## config.mk

```make
export PLATFORM = sky130hd
export DESIGN_NAME = hcrp_mul
export DESIGN_NICKNAME = d
export VERILOG_FILES = /design/src/hw/rtl/hair_cell_receptor_potential_assert.svh /design/src/hw/rtl/hcrp_pkg.sv /design/src/hw/rtl/hcrp_mul.sv
export SDC_FILE = /design/constraint.sdc
export NUM_CORES = 2
export LEC_CHECK = 0
export BUFFER_PORTS_ARGS = -buffer_cell sky130_fd_sc_hd__buf_2
export CAP_MARGIN = 10
export CORE_MARGIN = 4
export CORE_UTILIZATION = 60
export DETAILED_ROUTE_END_ITERATION = 8
export PLACE_DENSITY_LB_ADDON = 0.1
export SETUP_SLACK_MARGIN = 0.5
export SLEW_MARGIN = 20
export SYNTH_ARGS = -nofsm -noshare
export SYNTH_HDL_FRONTEND = slang
export SYNTH_SLANG_ARGS = --single-unit
```

## constraint.sdc

```tcl
create_clock -name clk -period 9.47 [get_ports clk]
set_clock_uncertainty 0.15 [all_clocks]
set_input_delay 0 -clock clk [delete_from_list [all_inputs] [get_ports clk]]
set_output_delay 0 -clock clk [all_outputs]
set_load 0.005 [all_outputs]
```

## src/hw/rtl/hair_cell_receptor_potential_assert.svh

```systemverilog
// Assertion macros shared by the receptor potential RTL.
`ifndef HAIR_CELL_RECEPTOR_POTENTIAL_ASSERT_SVH
`define HAIR_CELL_RECEPTOR_POTENTIAL_ASSERT_SVH
`ifndef ASSERT_OFF
`define HCRP_ASSERT(lbl, prop, msg) \
	lbl: assert property (@(posedge clk) disable iff (!arst_n) (prop)) else $error(msg);
`define HCRP_IMPLY(lbl, ante, cons, msg) \
	lbl: assert property (@(posedge clk) disable iff (!arst_n) (ante) |-> (cons)) else $error(msg);
`define HCRP_NEXT(lbl, ante, cons, msg) \
	lbl: assert property (@(posedge clk) disable iff (!arst_n) (ante) |=> (cons)) else $error(msg);
`else
`define HCRP_ASSERT(lbl, prop, msg)
`define HCRP_IMPLY(lbl, ante, cons, msg)
`define HCRP_NEXT(lbl, ante, cons, msg)
`endif
`endif

```

## src/hw/rtl/hcrp_pkg.sv

```systemverilog
// Types, constants and helpers of the receptor potential block.
package hcrp_pkg;

	localparam int DELAY_MAX = 1024;
	localparam int DELAY_AW  = $clog2(DELAY_MAX);
	localparam int DIV_STEPS = 31;

	localparam logic [30:0] ONE_Q30     = 31'h4000_0000;
	localparam logic [24:0] TANH_LIMIT  = 25'd655360;
	localparam logic [24:0] GAIN_CLAMP  = 25'h100_0000;
	localparam logic signed [65:0] HALF_Q30 = 66'sd536870912;

	typedef enum logic [2:0] {
		REG_INPUT_GAIN    = 3'd0,
		REG_NL_BIAS       = 3'd1,
		REG_NL_SCALE      = 3'd2,
		REG_LP_POLE       = 3'd3,
		REG_LP_ZERO_GAIN  = 3'd4,
		REG_DELAY_SAMPLES = 3'd5,
		REG_REF_OFFSET    = 3'd6
	} reg_idx_t;

	typedef struct packed {
		logic        [39:0] input_gain;
		logic signed [18:0] nl_bias;
		logic        [23:0] nl_scale;
		logic signed [31:0] lp_pole;
		logic signed [31:0] lp_zero_gain;
		logic        [10:0] delay_samples;
		logic signed [31:0] ref_offset;
	} cfg_t;

	typedef struct packed {
		logic        start;
		logic [61:0] dividend;
		logic [31:0] divisor;
	} div_req_t;

	typedef enum logic [4:0] {
		ST_IDLE, ST_GAIN_HI, ST_GAIN_LO, ST_GAIN_SUM,
		ST_T_START, ST_T_MUL, ST_T_DIV, ST_T_DWAIT, ST_T_SQ, ST_T_SQR,
		ST_T_QDIV, ST_T_QWAIT, ST_T_DONE,
		ST_NL_MUL, ST_NL_RND,
		ST_LP_M1, ST_LP_M2, ST_LP_M3, ST_LP_END,
		ST_RD, ST_WR, ST_OUT
	} state_t;

	function automatic logic signed [31:0] sat32(input logic signed [65:0] v);
		logic signed [31:0] r;
		if (v > 66'sd2147483647)
			r = 32'sh7FFF_FFFF;
		else if (v < -66'sd2147483648)
			r = 32'sh8000_0000;
		else
			r = v[31:0];
		return r;
	endfunction

	// ceil(2^30 / n); exact floor division for dividends below 2^27
	function automatic logic [30:0] recip_q30(input logic [2:0] n);
		logic [30:0] r;
		unique case (n)
			3'd2:    r = 31'd536870912;
			3'd3:    r = 31'd357913942;
			3'd4:    r = 31'd268435456;
			3'd5:    r = 31'd214748365;
			3'd6:    r = 31'd178956971;
			default: r = ONE_Q30;
		endcase
		return r;
	endfunction

endpackage

```

## src/hw/rtl/hcrp_mul.sv

```systemverilog
// Shared signed multiplier with registered product.
module hcrp_mul import hcrp_pkg::*; (
	input  logic               clk,
	input  logic signed [32:0] a,
	input  logic signed [32:0] b,
	output logic signed [65:0] p_q
);
	always_ff @(posedge clk) begin
		p_q <= a * b;
	end
endmodule

```

==> impl_metrics.tcl <==
set metrics [dict create \
    multi_input_comb_area_um2 34300 \
    cts_hold_buf 0 \
    post_dp_cell_area_um2 41700 \
    ys_ff_latch 66 \
    layout-drive-gt1-share 0.0463 \
    drv_slew 0 \
    wl_met2_um 56800 \
    finalHoldViolations 0 \
    synthArstFlopShare 0 \
    grt_max_degree 34 \
    hold_path.class "input port to flip-flop" \
    track_usage 0.317 \
    yosysWarnings 0 \
    synth_flop_cell "dfxtp_1" \
    drtIter0Drc 1723 \
    syn_nets 5767 \
    grt_setup_unrepaired "no" \
    final_cell_mix "fa_1, inv_1, and2_1" \
    setup_tns_ns 0 \
    drc 0 \
    fin_area_um2 42100 \
    wl_met1_um 40500 \
    die_h_um 269 \
    layout_commonest_cell "fa_1" \
    critPathBufInv 4 \
    path_cells "buf_2, nand2_1, fa_1, fa_1, fa_1, inv_1, fa_1, fa_1, fa_1, fa_1, inv_1, fa_1, inv_1, ha_1, nand3_1, nor2_1, nand2_1, nor3_1, o311ai_4, nand3_2, a211oi_1, a311oi_1" \
    overflow 0 \
    hold_path_depth 2 \
    vias 28400 \
    path_class "input port to flip-flop" \
    crit_cells 22 \
    dieArea_um2 72100 \
    final_util 0.626 \
    worstSetupStartpointType "input port" \
    ant_nets 0 \
    cp.arrival_ns 7.96 \
    clock_path_buffers 2 \
    cts_setup_buffers 0 \
    setup_viol 0 \
    synth_edf_count 0 \
    numCtsBuffers 9 \
    reg_top3 "p_q (66)" \
    largest_reg_flops 66 \
    dr.pass1.iters 5 \
    wl_per_cell_um 21.0 \
    wl_um 108000 \
    ios 133 \
    crit_top_cell "fa_1" \
    nFillCells 5851 \
    tightest_slew_ns 0.942 \
    clk_pin_slew_worst_paths_ns 0.06 \
    crit_path_end_kind "flip-flop" \
    hpwl_um 88900 \
    cts_resized 0 \
    syn_area_um2 40700 \
    avgSynthCellArea_um2 9.39 \
    top_register "p_q" \
    max_slew_margin 0.372 \
    antenna_found_initial 9 \
    regArea_um2 1320 \
    cts_tree "done" \
    top_layer "met5" \
    die_w_um 269 \
    root_buffer "clkbuf_16" \
    ys_types 80 \
    synth_seq_area_share 0.0324 \
    syn_to_final_growth_pct 3.33 \
    cp.required_ns 9.56 \
    grt_pass1_wl_um 175000 \
    met3_length_um 5060 \
    max_stage_delay_ns 0.78 \
    max_cap_violations 0 \
    cts.sinks 66 \
    slowest_stage "fa_1" \
    routed_via_density 5.51 \
    start_util 0.605 \
    synth_cells 4338 \
    nets 5700 \
    min_period_ns 7.87 \
    status "finished, final reports clean" \
    crit_family "adder cells" \
    gp_congestion 0.947 \
    grt_pass1_vias 31200 \
    fmax_mhz 127 \
    htreeDepth 3 \
    cp_max_fo 33 \
    core_um2 67300 \
    portBuffers 132 \
    fp-row-count 95 \
    period_share 0.831 \
]
-- kinds of logic (layout without fill, tap and decap cells) --
| kind of cell | count (synthesis) | count (layout) | synth area share |
|---|---|---|---|
| adders and majority gates | 1362 | 1362 | 0.629 |
| buffers and inverters | 1352 | 1290 | 0.125 |
| and+or+nand+nor | 1271 | 1271 | 0.158 |
| AOI/OAI and AO/OA | 219 | 219 | 0.0407 |
| xor gates and xnor gates | 68 | 68 | 0.0146 |
| DFF | 66 | 66 | 0.0324 |
| other | 0 | 6 | 0 |
-- cells in the mapped netlist (all sizes together) (12+ instances only) --
| master | n | area [µm²] |
|---|---|---|
| nand3 | 26 | 135 |
| buf | 13 | 70.1 |
| a21oi | 61 | 328 |
| nand4 | 12 | 81.3 |
| and2 | 563 | 3520 |
| a21o | 38 | 288 |
| xnor2 | 43 | 377 |
| nand2b | 12 | 75.1 |
| fa | 1145 | 22900 |
| nand2 | 551 | 2070 |
| dfxtp | 66 | 1320 |
| clkbuf | 208 | 781 |
| xor2 | 25 | 219 |
| inv | 1131 | 4250 |
| o21ai | 33 | 173 |
| nor2 | 68 | 255 |
| ha | 217 | 2720 |
-- final timing paths --
path              startpoint         endpoint  slack, ns
setup / recovery        b[9]  p_q[64]$_DFF_P_       1.60
hold / removal          b[0]   p_q[0]$_DFF_P_       0.12
-- routing by layer --
metal  vias to the layer above  global-route usage
met5                         -                   0
met4                         2               0.138
met3                       238              0.0365
met2                       843               0.560
met1                     15200               0.399
li1                      12200                   -
-- through the flow --
stage / hold WS (ns) / std cells / worst slack (ns)
after global placement: 0.227 / 5133 / 1.27
after global routing: 0.130 / 5153 / 1.13
final: 0.120 / 5155 / 1.60
after floorplan: -0.0227 / 4338 / 2.08
after detailed placement: 0.227 / 5133 / 1.15
after CTS: 0.102 / 5149 / 1.51
-- area by class of cell --
type / instances / area share
multi-input combinational: 2920 / 0.815
sequential: 66 / 0.0314
antenna: 6 / 0.000357
clock inverter: 6 / 0.00268
inverter: 1131 / 0.101
timing repair buffer: 143 / 0.0177
clock buffer: 10 / 0.00568
tap: 873 / 0.0260
Power is not shown: default switching activity piles up to over one toggle a cycle in this logic, so the estimate is an artifact.
