$ cat src/hw/rtl/hair_cell_receptor_potential_assert.svh
// Assertion macros shared by the receptor potential RTL.
`ifndef HAIR_CELL_RECEPTOR_POTENTIAL_ASSERT_SVH
`define HAIR_CELL_RECEPTOR_POTENTIAL_ASSERT_SVH
`ifndef ASSERT_OFF
`define HCRP_ASSERT(lbl, prop, msg) \
	lbl: assert property (@(posedge clk) disable iff (!arst_n) (prop)) else $error(msg);
`define HCRP_IMPLY(lbl, ante, cons, msg) \
	lbl: assert property (@(posedge clk) disable iff (!arst_n) (ante) |-> (cons)) else $error(msg);
`define HCRP_NEXT(lbl, ante, cons, msg) \
	lbl: assert property (@(posedge clk) disable iff (!arst_n) (ante) |=> (cons)) else $error(msg);
`else
`define HCRP_ASSERT(lbl, prop, msg)
`define HCRP_IMPLY(lbl, ante, cons, msg)
`define HCRP_NEXT(lbl, ante, cons, msg)
`endif
`endif

$ cat src/hw/rtl/hcrp_pkg.sv
// Types, constants and helpers of the receptor potential block.
package hcrp_pkg;

	localparam int DELAY_MAX = 1024;
	localparam int DELAY_AW  = $clog2(DELAY_MAX);
	localparam int DIV_STEPS = 31;

	localparam logic [30:0] ONE_Q30     = 31'h4000_0000;
	localparam logic [24:0] TANH_LIMIT  = 25'd655360;
	localparam logic [24:0] GAIN_CLAMP  = 25'h100_0000;
	localparam logic signed [65:0] HALF_Q30 = 66'sd536870912;

	typedef enum logic [2:0] {
		REG_INPUT_GAIN    = 3'd0,
		REG_NL_BIAS       = 3'd1,
		REG_NL_SCALE      = 3'd2,
		REG_LP_POLE       = 3'd3,
		REG_LP_ZERO_GAIN  = 3'd4,
		REG_DELAY_SAMPLES = 3'd5,
		REG_REF_OFFSET    = 3'd6
	} reg_idx_t;

	typedef struct packed {
		logic        [39:0] input_gain;
		logic signed [18:0] nl_bias;
		logic        [23:0] nl_scale;
		logic signed [31:0] lp_pole;
		logic signed [31:0] lp_zero_gain;
		logic        [10:0] delay_samples;
		logic signed [31:0] ref_offset;
	} cfg_t;

	typedef struct packed {
		logic        start;
		logic [61:0] dividend;
		logic [31:0] divisor;
	} div_req_t;

	typedef enum logic [4:0] {
		ST_IDLE, ST_GAIN_HI, ST_GAIN_LO, ST_GAIN_SUM,
		ST_T_START, ST_T_MUL, ST_T_DIV, ST_T_DWAIT, ST_T_SQ, ST_T_SQR,
		ST_T_QDIV, ST_T_QWAIT, ST_T_DONE,
		ST_NL_MUL, ST_NL_RND,
		ST_LP_M1, ST_LP_M2, ST_LP_M3, ST_LP_END,
		ST_RD, ST_WR, ST_OUT
	} state_t;

	function automatic logic signed [31:0] sat32(input logic signed [65:0] v);
		logic signed [31:0] r;
		if (v > 66'sd2147483647)
			r = 32'sh7FFF_FFFF;
		else if (v < -66'sd2147483648)
			r = 32'sh8000_0000;
		else
			r = v[31:0];
		return r;
	endfunction

	// ceil(2^30 / n); exact floor division for dividends below 2^27
	function automatic logic [30:0] recip_q30(input logic [2:0] n);
		logic [30:0] r;
		unique case (n)
			3'd2:    r = 31'd536870912;
			3'd3:    r = 31'd357913942;
			3'd4:    r = 31'd268435456;
			3'd5:    r = 31'd214748365;
			3'd6:    r = 31'd178956971;
			default: r = ONE_Q30;
		endcase
		return r;
	endfunction

endpackage

$ cat src/hw/rtl/hcrp_div.sv
// Restoring divider, one quotient bit per cycle.
module hcrp_div import hcrp_pkg::*; (
	input  logic        clk,
	input  logic        arst_n,
	input  div_req_t    req,
	output logic        busy,
	output logic [30:0] quo
);
	logic        busy_q;
	logic [4:0]  cnt_q;
	logic [31:0] rem_q;
	logic [31:0] dvs_q;
	logic [30:0] low_q;
	logic [30:0] quo_q;
	logic [32:0] trial;
	logic        ge;
	logic [32:0] diff;

	assign trial = {rem_q, low_q[30]};
	assign ge    = trial >= {1'b0, dvs_q};
	assign diff  = trial - {1'b0, dvs_q};

	always_ff @(posedge clk or negedge arst_n) begin
		if (!arst_n) begin
			busy_q <= 1'b0;
			cnt_q  <= '0;
		end else if (req.start) begin
			busy_q <= 1'b1;
			cnt_q  <= 5'(DIV_STEPS);
		end else if (busy_q) begin
			cnt_q <= cnt_q - 5'd1;
			if (cnt_q == 5'd1)
				busy_q <= 1'b0;
		end
	end

	always_ff @(posedge clk) begin
		if (req.start) begin
			rem_q <= {1'b0, req.dividend[61:31]};
			low_q <= req.dividend[30:0];
			dvs_q <= req.divisor;
		end else if (busy_q) begin
			rem_q <= ge ? diff[31:0] : trial[31:0];
			low_q <= {low_q[29:0], 1'b0};
			quo_q <= {quo_q[29:0], ge};
		end
	end

	assign busy = busy_q;
	assign quo  = quo_q;
endmodule

$ cat config.mk
export PLATFORM = sky130hd
export DESIGN_NAME = hcrp_div
export DESIGN_NICKNAME = d
export VERILOG_FILES = /design/src/hw/rtl/hair_cell_receptor_potential_assert.svh /design/src/hw/rtl/hcrp_pkg.sv /design/src/hw/rtl/hcrp_div.sv
export SDC_FILE = /design/constraint.sdc
export NUM_CORES = 1
export LEC_CHECK = 0
export BUFFER_PORTS_ARGS = -buffer_cell sky130_fd_sc_hd__clkbuf_2
export CORE_MARGIN = 2
export CORE_UTILIZATION = 51
export CTS_CLUSTER_SIZE = 10
export DETAILED_ROUTE_END_ITERATION = 16
export PLACE_DENSITY = 0.85
export SETUP_SLACK_MARGIN = 0.2
export SLEW_MARGIN = 0
export SYNTH_ARGS = -nofsm -noshare
export SYNTH_HDL_FRONTEND = slang
export SYNTH_SLANG_ARGS = --single-unit
$ cat constraint.sdc
create_clock -name clk -period 2.81 [get_ports clk]
set_input_delay 0.281 -clock clk [delete_from_list [all_inputs] [get_ports clk]]
set_output_delay 0.281 -clock clk [all_outputs]
set_load 0.01 [all_outputs]
==> metrics.log <==
INFO  metric outcome = finished, violations left
INFO  metric violations = negative setup slack
INFO  metric overflow = 0
INFO  metric mappedNetlistNets = 670
INFO  metric numClockSinks = 132
INFO  metric numCtsBuffers = 17
INFO  metric finalHoldViolCount = 0
INFO  metric postSynth.asyncResetShare = 0.0455
INFO  metric drt_pass1_iterations = 7
INFO  metric initialDrtViolationCount = roughly 350
INFO  metric synth-seq-cells = approximately 130
INFO  metric clock-root-buffer = clkbuf_16
INFO  metric first_global_vias = 5546
INFO  metric grt_max_degree = 55
INFO  metric power.switching_fraction = 0.337
INFO  metric yosys.cell_types.count = 58
INFO  metric finalSetupViolations = 30
INFO  metric crit_path_capture_type = flip-flop
INFO  metric post-route-min-period = between 3 and 4 ns
INFO  metric total_leakage_power = 4.15 nW
INFO  metric clock_power_share = 0.207
INFO  metric drv_slew = 0
INFO  metric crit_type = flip-flop to flip-flop
INFO  metric setup-tns-final = -4.92 ns
INFO  metric ys_dominant_reg_cell = edfxtp_1
INFO  metric grt_pass1_wl = 26.3 mm
INFO  metric wl = 16.5 mm
INFO  metric share_of_final_layout_standard_cells_stronger_than_drive_strength_1 = 0.505
INFO  metric total_switching_power = 0.00354 W
INFO  metric number_of_enable_flip_flop_cells_after_synthesis = ~130
INFO  metric diodes = 0
INFO  metric final_layout_net_count = 899
INFO  metric arrival = 3.22 ns
INFO  metric sequentialPowerShare = 0.274
INFO  metric timing.final.ws_setup = -0.237 ns
INFO  metric drtAntennaViolNets = 0
INFO  metric initial_core_util = 0.523
INFO  metric ir_drop = 0.760 mV
INFO  metric syn2layout_area_growth = 38.9%
INFO  metric power.density = 1090 nW/um2
INFO  metric avgSynthCellArea = around 13 um2
INFO  metric type_of_element_launching_the_critical_path = flip-flop
INFO  metric hp-class = primary input to flip-flop
INFO  metric synthCells = 538
INFO  metric die-area = 14600 um2
INFO  metric die-width = 121 um
INFO  metric wl_per_cell = 17.2 um
INFO  metric row_count = 42
INFO  metric coreArea = 13300 um2
INFO  metric critical_path_peak_fanout = 13
INFO  metric vias_per_cell = 5.47
INFO  metric clk-insertion-delay-late = 0.43 ns
INFO  metric mappedNetlistArea = 6950 um2
INFO  metric cts_tree = built
INFO  metric grt_antenna_before_repair = 0
INFO  metric num_io_pins = 129
INFO  metric clk_pin_slew_worst_paths = 0.07 ns
INFO  metric ys_seq_area_frac = 0.565
INFO  metric cap_violations = 0
INFO  metric setup_repair_after_global_routing_missed_its_margin = yes
INFO  metric place.port_buffers = 128
INFO  metric max_clock_freq = 328 MHz
INFO  metric pwr-share-comb = 0.519
INFO  metric synth_top_area_share = 0.540
INFO  metric synthTopCellsByArea = edfxtp_1, mux2_2, ha_1
INFO  metric worst_clock_skew = approximately 0.012 ns
INFO  metric min_period_over_period = 1.08
INFO  metric worst-slew-pin-transition = 0.576 ns
INFO  metric synthesis.yosys.warnings = 0
INFO  metric clockBufferDepth = 2
INFO  metric critical_path_required = 2.98 ns
INFO  metric track_usage = 0.232
INFO  metric utilization = 0.726
INFO  metric power_report.internal_total = ~0.0070 W
INFO  metric dp_hpwl = ~11 mm
INFO  metric cell_type_contributing_the_most_total_cell_area_after_synthesis = edfxtp_1
INFO  metric fp.dieH = between 100 and 150 um
INFO  metric slew_headroom = 0.615
INFO  metric dr_total_vias = 5228
INFO  metric cts.htree.levels = 4
INFO  metric place_congestion = approximately 0.89
INFO  metric drcViolationCount = 0
[registers in the layout (all words and copies together) (netlist names)]
| register | flops |
|---|---|
| rem_q | 32 |
| quo | 31 |
| cnt_q | 5 |
| dvs_q | 32 |
| busy | 1 |
| low_q | 31 |
[placed cells by master, fill, tap and decap left out, types with 5 or more instances in the layout]
master,count
mux2_4,16
o21ai_0,8
nand2_1,23
o21ai_1,5
mux2_1,7
nand3_1,7
clkbuf_16,17
nor3_2,5
nor2_1,15
mux2_2,48
nand4_1,6
a21o_1,17
edfxtp_1,125
buf_4,90
nand2b_1,11
a21oi_1,20
buf_12,6
nor2b_1,5
ha_1,20
xnor2_1,21
ha_4,14
inv_6,5
inv_2,9
dfrtp_1,6
clkbuf_2,127
inv_1,35
xor2_1,9
a21oi_2,9
[cells in the mapped netlist, drive strengths merged, types with 2 or more instances]
master,n
a21oi,30
o21a,4
a211o,2
o221ai,2
a31oi,4
o21bai,5
nor3b,4
mux2i,5
a2111oi,3
a21o,17
clkbuf,11
xor2,9
o21ai,16
nor2b,7
edfxtp,125
inv,44
or2,3
ha,34
mux2,71
o31ai,5
or4b,2
nand2,25
a221o,3
o211ai,2
and3,4
nor2,18
nand4,6
dfrtp,6
a41o,2
nand3,8
buf,8
nor3,7
nand2b,11
xnor2,21
[power groups by stage]
stage	Combinational [W]	Clock [W]	Sequential (W)
after floorplan	0.00269	0	0.00280
after global placement	0.00393	0	0.00283
after detailed placement	0.00408	0	0.00286
after CTS	0.00475	0.00221	0.00286
after global routing	0.00583	0.00230	0.00292
final	0.00545	0.00217	0.00288
[worst max-delay path: stages, from the launching register on]
cell and delay [ns]:
edfxtp_1 0.41, ha_1 0.32, inv_2 0.10, o21bai_1 0.09, a21oi_2 0.15, o21ai_1 0.11
o211a_2 0.14, or4_4 0.50, a21oi_4 0.14, inv_2 0.08, buf_12 0.16, mux2_1 0.31
mux2_2 0.27
[metal layers]
metal,global-route usage,up-vias,share of wire
li1,-,2467,-
met1,0.269,2522,0.40
met2,0.397,198,0.51
met3,0.0651,41,0.058
met4,0.109,0,0.024
met5,0,-,0
[cells by family after synthesis]
| family | share of synthesized area |
|---|---|
| buffers and inverters | 0.0369 |
| AND/OR/NAND/NOR | 0.0753 |
| adder cells (fa/ha/maj) | 0.0641 |
| AO/OA/AOI/OAI | 0.0992 |
| flip-flops | 0.565 |
| XOR/XNOR | 0.0378 |
| multiplexers | 0.122 |
[stage by stage]
step                hold slack [ns]  setup WS [ns]  instances  total power (W)  cell area, um2
floorplan                   -0.0146        -0.0550        538          0.00549            7010
global placement              0.107         -0.234        897          0.00676            8390
detailed placement            0.112         -0.281        897          0.00694            8390
CTS                         0.00653         -0.146        949          0.00982            9390
global route                 0.0106         -0.307        956           0.0110            9650
finish                       0.0209         -0.237        956           0.0105            9650
[path summary, 6_finish.rpt]
check / from / cells past startpoint / endpoint / slack (ns)
worst max-delay path: rem_q[26] / 12 / rem_q[10] / -0.24
worst min-delay path: req[20] / 1 / dvs_q[20] / 0.02
worst max register to register: rem_q[26] / 12 / rem_q[10] / -0.24
worst min register to register: quo[22] / 0 / quo[23] / 0.46
max in group asynchronous: arst_n / 2 / cnt_q[1] / 2.44
min in group asynchronous: arst_n / 2 / cnt_q[4] / 0.22
[cell type report]
| cell class | instances | area, um2 |
|---|---|---|
| tap | 176 | 220 |
| clock buffer | 17 | 425 |
| clock inverter | 15 | 154 |
| fill | 826 | 3640 |
| timing repair buffer | 229 | 1500 |
| inverter | 44 | 165 |
| sequential | 132 | 3920 |
| multi-input combinational | 343 | 3260 |
[repair_timing]
action / CTS / global route
endpoints found under the hold margin: 6 / 0
resized for setup: 46 / 41
hold buffers: 1 / 0
setup endpoints to repair: 33 / 33
buffers inserted: 19 / 7
pin swaps: 15 / 6
No activity file was read; power rests on OpenSTA's default activity.
