<file path="src/hw/rtl/hair_cell_receptor_potential_assert.svh">
// Assertion macros shared by the receptor potential RTL.
`ifndef HAIR_CELL_RECEPTOR_POTENTIAL_ASSERT_SVH
`define HAIR_CELL_RECEPTOR_POTENTIAL_ASSERT_SVH
`ifndef ASSERT_OFF
`define HCRP_ASSERT(lbl, prop, msg) \
	lbl: assert property (@(posedge clk) disable iff (!arst_n) (prop)) else $error(msg);
`define HCRP_IMPLY(lbl, ante, cons, msg) \
	lbl: assert property (@(posedge clk) disable iff (!arst_n) (ante) |-> (cons)) else $error(msg);
`define HCRP_NEXT(lbl, ante, cons, msg) \
	lbl: assert property (@(posedge clk) disable iff (!arst_n) (ante) |=> (cons)) else $error(msg);
`else
`define HCRP_ASSERT(lbl, prop, msg)
`define HCRP_IMPLY(lbl, ante, cons, msg)
`define HCRP_NEXT(lbl, ante, cons, msg)
`endif
`endif

</file>
<file path="src/hw/rtl/hcrp_pkg.sv">
// Types, constants and helpers of the receptor potential block.
package hcrp_pkg;

	localparam int DELAY_MAX = 1024;
	localparam int DELAY_AW  = $clog2(DELAY_MAX);
	localparam int DIV_STEPS = 31;

	localparam logic [30:0] ONE_Q30     = 31'h4000_0000;
	localparam logic [24:0] TANH_LIMIT  = 25'd655360;
	localparam logic [24:0] GAIN_CLAMP  = 25'h100_0000;
	localparam logic signed [65:0] HALF_Q30 = 66'sd536870912;

	typedef enum logic [2:0] {
		REG_INPUT_GAIN    = 3'd0,
		REG_NL_BIAS       = 3'd1,
		REG_NL_SCALE      = 3'd2,
		REG_LP_POLE       = 3'd3,
		REG_LP_ZERO_GAIN  = 3'd4,
		REG_DELAY_SAMPLES = 3'd5,
		REG_REF_OFFSET    = 3'd6
	} reg_idx_t;

	typedef struct packed {
		logic        [39:0] input_gain;
		logic signed [18:0] nl_bias;
		logic        [23:0] nl_scale;
		logic signed [31:0] lp_pole;
		logic signed [31:0] lp_zero_gain;
		logic        [10:0] delay_samples;
		logic signed [31:0] ref_offset;
	} cfg_t;

	typedef struct packed {
		logic        start;
		logic [61:0] dividend;
		logic [31:0] divisor;
	} div_req_t;

	typedef enum logic [4:0] {
		ST_IDLE, ST_GAIN_HI, ST_GAIN_LO, ST_GAIN_SUM,
		ST_T_START, ST_T_MUL, ST_T_DIV, ST_T_DWAIT, ST_T_SQ, ST_T_SQR,
		ST_T_QDIV, ST_T_QWAIT, ST_T_DONE,
		ST_NL_MUL, ST_NL_RND,
		ST_LP_M1, ST_LP_M2, ST_LP_M3, ST_LP_END,
		ST_RD, ST_WR, ST_OUT
	} state_t;

	function automatic logic signed [31:0] sat32(input logic signed [65:0] v);
		logic signed [31:0] r;
		if (v > 66'sd2147483647)
			r = 32'sh7FFF_FFFF;
		else if (v < -66'sd2147483648)
			r = 32'sh8000_0000;
		else
			r = v[31:0];
		return r;
	endfunction

	// ceil(2^30 / n); exact floor division for dividends below 2^27
	function automatic logic [30:0] recip_q30(input logic [2:0] n);
		logic [30:0] r;
		unique case (n)
			3'd2:    r = 31'd536870912;
			3'd3:    r = 31'd357913942;
			3'd4:    r = 31'd268435456;
			3'd5:    r = 31'd214748365;
			3'd6:    r = 31'd178956971;
			default: r = ONE_Q30;
		endcase
		return r;
	endfunction

endpackage

</file>
<file path="src/hw/rtl/hcrp_regs.sv">
// APB register file for gain, nonlinearity, lowpass, delay and offset.
module hcrp_regs import hcrp_pkg::*; (
	input  logic        clk,
	input  logic        arst_n,
	input  logic        psel,
	input  logic        penable,
	input  logic        pwrite,
	input  logic [5:0]  paddr,
	input  logic [63:0] pwdata,
	output logic [63:0] prdata,
	output logic        pready,
	output cfg_t        cfg
);
	cfg_t     cfg_q;
	reg_idx_t idx;
	logic     wr;

	assign idx    = reg_idx_t'(paddr[5:3]);
	assign wr     = psel && penable && pwrite;
	assign pready = 1'b1;
	assign cfg    = cfg_q;

	always_ff @(posedge clk or negedge arst_n) begin
		if (!arst_n) begin
			cfg_q.input_gain    <= 40'd3204046;
			cfg_q.nl_bias       <= 19'sd30278;
			cfg_q.nl_scale      <= 24'd457716;
			cfg_q.lp_pole       <= 32'sd1002010401;
			cfg_q.lp_zero_gain  <= 32'sd35865808;
			cfg_q.delay_samples <= 11'd1;
			cfg_q.ref_offset    <= '0;
		end else if (wr) begin
			unique case (idx)
				REG_INPUT_GAIN:    cfg_q.input_gain    <= pwdata[39:0];
				REG_NL_BIAS:       cfg_q.nl_bias       <= pwdata[18:0];
				REG_NL_SCALE:      cfg_q.nl_scale      <= pwdata[23:0];
				REG_LP_POLE:       cfg_q.lp_pole       <= pwdata[31:0];
				REG_LP_ZERO_GAIN:  cfg_q.lp_zero_gain  <= pwdata[31:0];
				REG_DELAY_SAMPLES: cfg_q.delay_samples <= pwdata[10:0];
				REG_REF_OFFSET:    cfg_q.ref_offset    <= pwdata[31:0];
				default: ;
			endcase
		end
	end

	always_comb begin
		unique case (idx)
			REG_INPUT_GAIN:    prdata = {24'd0, cfg_q.input_gain};
			REG_NL_BIAS:       prdata = {45'd0, cfg_q.nl_bias};
			REG_NL_SCALE:      prdata = {40'd0, cfg_q.nl_scale};
			REG_LP_POLE:       prdata = {32'd0, cfg_q.lp_pole};
			REG_LP_ZERO_GAIN:  prdata = {32'd0, cfg_q.lp_zero_gain};
			REG_DELAY_SAMPLES: prdata = {53'd0, cfg_q.delay_samples};
			REG_REF_OFFSET:    prdata = {32'd0, cfg_q.ref_offset};
			default:           prdata = '0;
		endcase
	end
endmodule
</file>
<file path="config.mk">
export PLATFORM = sky130hd
export DESIGN_NAME = hcrp_regs
export DESIGN_NICKNAME = d
export VERILOG_FILES = /design/src/hw/rtl/hair_cell_receptor_potential_assert.svh /design/src/hw/rtl/hcrp_pkg.sv /design/src/hw/rtl/hcrp_regs.sv
export SDC_FILE = /design/constraint.sdc
export NUM_CORES = 1
export LEC_CHECK = 0
export BUFFER_PORTS_ARGS = -buffer_cell sky130_fd_sc_hd__clkbuf_2
export CAP_MARGIN = 20
export CORE_ASPECT_RATIO = 0.9
export CORE_MARGIN = 2
export CORE_UTILIZATION = 45
export CTS_CLUSTER_SIZE = 10
export DETAILED_ROUTE_END_ITERATION = 12
export GPL_TIMING_DRIVEN = 1
export PLACE_DENSITY = 0.77
export SLEW_MARGIN = 25
export SYNTH_ARGS = -nofsm -noshare
export SYNTH_HDL_FRONTEND = slang
export SYNTH_SLANG_ARGS = --single-unit
export TNS_END_PERCENT = 5
</file>
<file path="constraint.sdc">
create_clock -name clk -period 1.2 [get_ports clk]
set_clock_uncertainty 0.05 [all_clocks]
set_input_delay 0.12 -clock clk [delete_from_list [all_inputs] [get_ports clk]]
set_output_delay 0.12 -clock clk [all_outputs]
set_load 0.005 [all_outputs]
</file>
==> flow_summary.ini, run 1 <==
[status]
status = finished with violations
violations = negative setup slack

[critical_path]
crit_path_end_kind = primary output
cp_slowest_cell = dfrtp_1
crit_required_ns = 1.03
slowest_delay_ns = 0.39
path_class = reg2out
crit_path_max_fanout = 2
cp-start-kind = register
cp.arrival_ns = 1.57
path_cells = mux2_2 -> a221oi_4 -> nor2_1 -> clkbuf_2

[route]
wl_um = 27120
dr.pass1.iters = 4
via_count = 7133
avgViaCountPerCell = 5.400
drt_iter0_markers = 308
route.detailed.drc = 0
ant_nets = 0
avgRoutedWirePerCell_um = 20.53

[min_path]
hp-class = in2reg

[synthesis]
synth_compound_area_share_pct = 7.915
netlist_area_um2 = 9057
synth_simple_gate_area_share_pct = 3.896
synth_top_family_by_area = multiplexers
synth_cells = 651
synth_seq_cells = 190
synth_flop_cell = dfrtp_1
synth_cell_type_count = 42
synthArstFlopShare_pct = 100.0
synth_xor_xnor_area_share_pct = 0
syn_area_per_cell_um2 = 13.91
synth-edff-count = 0
ys.warnings.count = 0
ys_seq_area_share_pct = 53.35
synthAdderAreaFrac_pct = 0
synth_mux_area_share_pct = 29.30

[die]
num_rows = 49
core-area_um2 = 19860
num_io_pins = 330
die_y_um = 138.6
initial_utilization_pct = 45.60
dieArea_um2 = 21280
die_w_um = 153.5

[global_routing]
grt_pass1_vias = 7356
grt_remaining_overflow = 0
grt_pass1_wl_um = 41970
gr-usage-all-layers_pct = 25.14
antenna_found_initial = 0
grt_max_degree = 37

[clocking]
htreeDepth = 4
cts.clk_slew.worst_paths_ns = 0.07
clock_path_buffers = 2
root_buffer = clkbuf_16
clock-sinks = 190
cts_tree = done
clock_latency_ns = 0.43
cts_buffers = 17

[final_layout]
final_core_util_pct = 65.38
layout.nets = 1128
syn2layout_area_growth_pct = 43.39
largest_reg_flops = 190
layout-drive-gt1-share_pct = 66.23
stdcell_area_um2 = 12990
fillers = 1481
diodes = 0

[sta]
fin_crit_ns = 1.738
max_freq_mhz = 575.3
period_share_pct = 144.9
whs_ns = 0.02219
grt_setup_unrepaired = true
setup_slack_ns = -0.5383
setup_viol = 117
drv_slew = 0
final.setup.tns_ns = -19.85
finalHoldViolations = 0

[placement]
hpwl_um = 19040
placed_area_um2 = 11460
io_buffers = 277
place.gp.congestion = 0.8106

[power_and_ir_drop]
ir_worst_vdd_v = 0.0009813
p_per_area_nw_per_um2 = 1556
power.leakage_uw = 0.006293
power_uw = 20210

[flow_run]
max_cap_violations = 0
metrics by stage:
stage               std cells  setup WS (ns)
floorplan                 674        -0.1728
global placement         1245        -0.4385
detailed placement       1245        -0.4646
CTS                      1317        -0.5637
global route             1321        -0.6013
finish                   1321        -0.5383
per-layer routing:
metal | up-vias | routed length [um] | share of wire, % | track usage [%]
li1 | 3178 | - | - | -
met3 | 40 | 1851 | 6.8 | 6.906
met1 | 3613 | 11230 | 41 | 32.37
met4 | 0 | 502 | 1.9 | 7.050
met2 | 302 | 13530 | 50 | 41.94
met5 | - | 0 | 0 | 0
timing repair:
action	CTS	global route
hold buffers	40	0
hold endpoints to repair	310	0
buffers inserted	0	4
setup endpoints to repair	121	161
pin swaps	22	8
resized for setup	49	87
synthesized netlist by cell type (5+ instances only):
library cell	n	area (um^2)
a21oi_1	12	60.06
mux2i_1	39	390.4
a211o_1	11	96.34
a221oi_1	5	43.79
o211ai_1	11	82.58
a21boi_0	7	52.55
dfrtp_1	128	3203
a22oi_1	16	120.1
a32oi_1	7	61.31
buf_4	37	277.8
nor2_1	7	26.28
dfstp_2	62	1629
clkbuf_1	10	37.54
o22ai_1	8	50.05
and2_1	9	56.30
and3b_1	5	43.79
mux2_1	7	78.83
mux2_2	194	2185
buf_6	9	101.4
buf_2	14	70.07
o21ai_0	8	40.04
worst max-delay path: cells and delay by family, from the launching register on:
kind	cells	cell delay, ns
AO/OA/AOI/OAI	1	0.25
buffers and inverters	1	0.12
multiplexers	1	0.30
AND/OR/NAND/NOR	1	0.09
flip-flops	1	0.39
report_power, final:
| group | total, uW | internal, uW | switching, uW |
|---|---|---|---|
| clock network | 5670 | 2810 | 2860 |
| logic | 5510 | 3320 | 2190 |
| registers | 9030 | 7960 | 1070 |
| total | 20200 | 14100 | 6110 |
layout by cell type (no fill, tap or decap), types with 4 or more instances in the layout:
master / Yosys / routed
a211o_1: 11 / 11
a21boi_0: 7 / 6
a21o_1: 4 / 4
a21oi_1: 12 / 11
a221oi_2: 0 / 4
a22oi_1: 16 / 14
a31oi_1: 4 / 4
a32oi_1: 7 / 7
and2_1: 9 / 8
and3b_1: 5 / 5
and4b_1: 4 / 4
buf_12: 0 / 20
buf_2: 14 / 17
buf_4: 37 / 59
buf_6: 9 / 71
clkbuf_16: 0 / 17
clkbuf_2: 0 / 220
clkinv_8: 0 / 4
conb_1: 2 / 25
dfrtp_1: 128 / 128
dfstp_2: 62 / 62
dlygate4sd3_1: 0 / 40
inv_6: 0 / 4
inv_8: 0 / 4
mux2_1: 7 / 7
mux2_2: 194 / 188
mux2_4: 0 / 6
mux2i_1: 39 / 39
nand3_1: 4 / 4
nor2_1: 7 / 4
nor2_4: 2 / 5
o211ai_1: 11 / 11
o21ai_1: 0 / 7
o22ai_1: 8 / 8
kinds of logic after synthesis:
kind of cell	after synthesis
AO/OA/AOI/OAI	100
buffers and inverters	72
flip-flops	190
multiplexers	240
other	2
AND/OR/NAND/NOR	47
path summary, 6_finish.rpt:
kind                       cells past startpoint      start    endpoint  slack (ns)
min                                            2  pwdata[8]    cfg[139]        0.02
max reg2reg                                    3   cfg[116]    cfg[116]        0.21
min reg2reg                                    1    cfg[81]     cfg[81]        0.48
max in group asynchronous                      3     arst_n    cfg[125]        0.39
min in group asynchronous                      2     arst_n    cfg[135]        0.13
max                                            4   cfg[168]  prdata[18]       -0.54
area by class of cell:
type	instances	area (um^2)	area share [%]
timing repair buffer	430	3273	25.20
inverter	2	7.507	0.05780
clock buffer	17	425.4	3.276
multi-input combinational	412	3961	30.50
tap	255	319.1	2.457
sequential	190	4832	37.21
clock inverter	15	168.9	1.301
(Power assumes the default switching activity.)
==> run 2: changes to the inputs <==
- TNS_END_PERCENT: 5 -> 30
==> flow_summary.ini, run 2 (synthesis gave the netlist of run 1 again) <==
[clocking]
htreeDepth = 4
cts.clk_slew.worst_paths_ns = 0.07
root_buffer = clkbuf_16
clock_path_buffers = 2
cts_buffers = 17
cts_tree = done
clock-sinks = 190
clock_latency_ns = 0.43

[global_routing]
gr-usage-all-layers_pct = 26.35
grt_max_degree = 39
grt_remaining_overflow = 0
grt_pass1_vias = 7546
antenna_found_initial = 1
grt_pass1_wl_um = 43570

[final_layout]
syn2layout_area_growth_pct = 51.83
layout-drive-gt1-share_pct = 69.18
largest_reg_flops = 190
layout_commonest_cell = clkbuf_2
layout_common_cells = clkbuf_2, mux2_2, dfrtp_1, buf_6, buf_4
layout.nets = 1178
stdcell_area_um2 = 13750
final_core_util_pct = 69.23

[critical_path]
regToRegStartpoint = cfg[126]
path_class = reg2out
crit_path_max_fanout = 2
crit_buf_inv = 1
crit_required_ns = 1.03
crit_path_end_kind = primary output
r2r_cells = 3
worst-r2r-setup-slack_ns = 0.09
cp-start-kind = register
cp.arrival_ns = 1.58
cp_slowest_cell = dfrtp_1
path_cells = mux2_4 -> a221oi_2 -> nor2_1 -> clkbuf_2
slowest_delay_ns = 0.41
crit_family = flip-flops
rr_endpoint = cfg[126]

[route]
via_count = 7446
dr.pass1.iters = 5
route.detailed.drc = 0
drt_iter0_markers = 481
wl_um = 29230
avgRoutedWirePerCell_um = 21.31
avgViaCountPerCell = 5.427
ant_nets = 0

[sta]
fin_crit_ns = 1.751
worst-slew-pin-transition_ns = 0.6841
period_share_pct = 145.9
slew_headroom_pct = 54.23
setup_viol = 141
drv_slew = 0
setup_slack_ns = -0.5510
max_freq_mhz = 571.1
finalHoldViolations = 0
grt_setup_unrepaired = true

[power_and_ir_drop]
power.leakage_uw = 0.006680
p_per_area_nw_per_um2 = 1559
ir_worst_vdd_v = 0.0008627

[die]
die_w_um = 153.5
die_y_um = 138.6
num_rows = 49
dieArea_um2 = 21280
core-area_um2 = 19860
num_io_pins = 330
initial_utilization_pct = 45.60

[status]
violations = negative setup slack
status = finished with violations

[placement]
io_buffers = 277
hpwl_um = 18790
placed_area_um2 = 11540
place.gp.congestion = 0.8178

[flow_run]
max_cap_violations = 0

[min_path]
hp-class = in2async
run 2: cell types whose count changed in the layout (fill, tap and decap cells not counted), sizes merged:
| cell | before | now |
|---|---|---|
| buf | 169 | 233 |
| clkbuf | 238 | 224 |
| clkinv | 5 | 2 |
| clkinvlp | 2 | 5 |
| inv | 10 | 7 |
| bufinv | 0 | 2 |
| diode | 0 | 1 |
| dlygate4sd3 | 40 | 41 |
run 2: worst max-delay path by stage:
stage	start	end	slack [ns]	cells past startpoint
after CTS	cfg[113]	prdata[6]	-0.53	4
after global routing	cfg[151]	prdata[1]	-0.61	4
after floorplan	paddr[4]	cfg[142]	-0.17	6
after global placement	paddr[3]	cfg[28]	-0.32	5
final	cfg[149]	prdata[18]	-0.55	4
after detailed placement	paddr[3]	cfg[90]	-0.36	6
run 2: what timing repair did:
item	CTS	global route
gates resized for setup	76	132
endpoints found under the setup margin	120	141
setup buffers	38	18
hold buffers	41	0
pin swaps	46	21
endpoints found under the hold margin	326	0
run 2: layer usage:
layer	up-vias	track usage (%)	routed length, um
met1	3776	34.12	11680
met4	0	9.561	870
met3	54	6.156	1973
met5	-	0	0
li1	3262	-	-
met2	354	43.51	14710
run 2: area by class of cell:
class                      count  area [um^2]
clock inverter                14        158.9
antenna                        1        2.502
clock buffer                  18        439.2
tap                          255        319.1
inverter                       2        7.507
fill                        1353         6112
sequential                   190         4833
multi-input combinational    412         4105
timing repair buffer         480         3886
run 2: worst register-to-register path, delay by kind of cell, from the launching register on:
family | cells | cell delay (ns)
muxes | 1 | 0.25
buffers and inverters | 2 | 0.27
DFF | 1 | 0.43
run 2: power by group:
part | internal (uW) | leakage [uW] | switching [uW]
clock | 3180 | 0.000281 | 2680
sequential | 7960 | 0.00228 | 1050
combinational | 4050 | 0.00412 | 2510
run 2: stage by stage:
| step | setup slack [ns] | hold slack [ns] | setup TNS (ns) | power (uW) | cells |
|---|---|---|---|---|---|
| finish | -0.5510 | 0.1518 | -22.01 | 21440 | 1372 |
| detailed placement | -0.3587 | 0.04366 | -62.65 | 13910 | 1244 |
| floorplan | -0.1728 | -0.2256 | -18.50 | 11010 | 674 |
| CTS | -0.5323 | 0.1385 | -23.06 | 20570 | 1355 |
| global route | -0.6109 | 0.1470 | -28.50 | 22370 | 1372 |
| global placement | -0.3227 | 0.04210 | -58.71 | 13740 | 1244 |
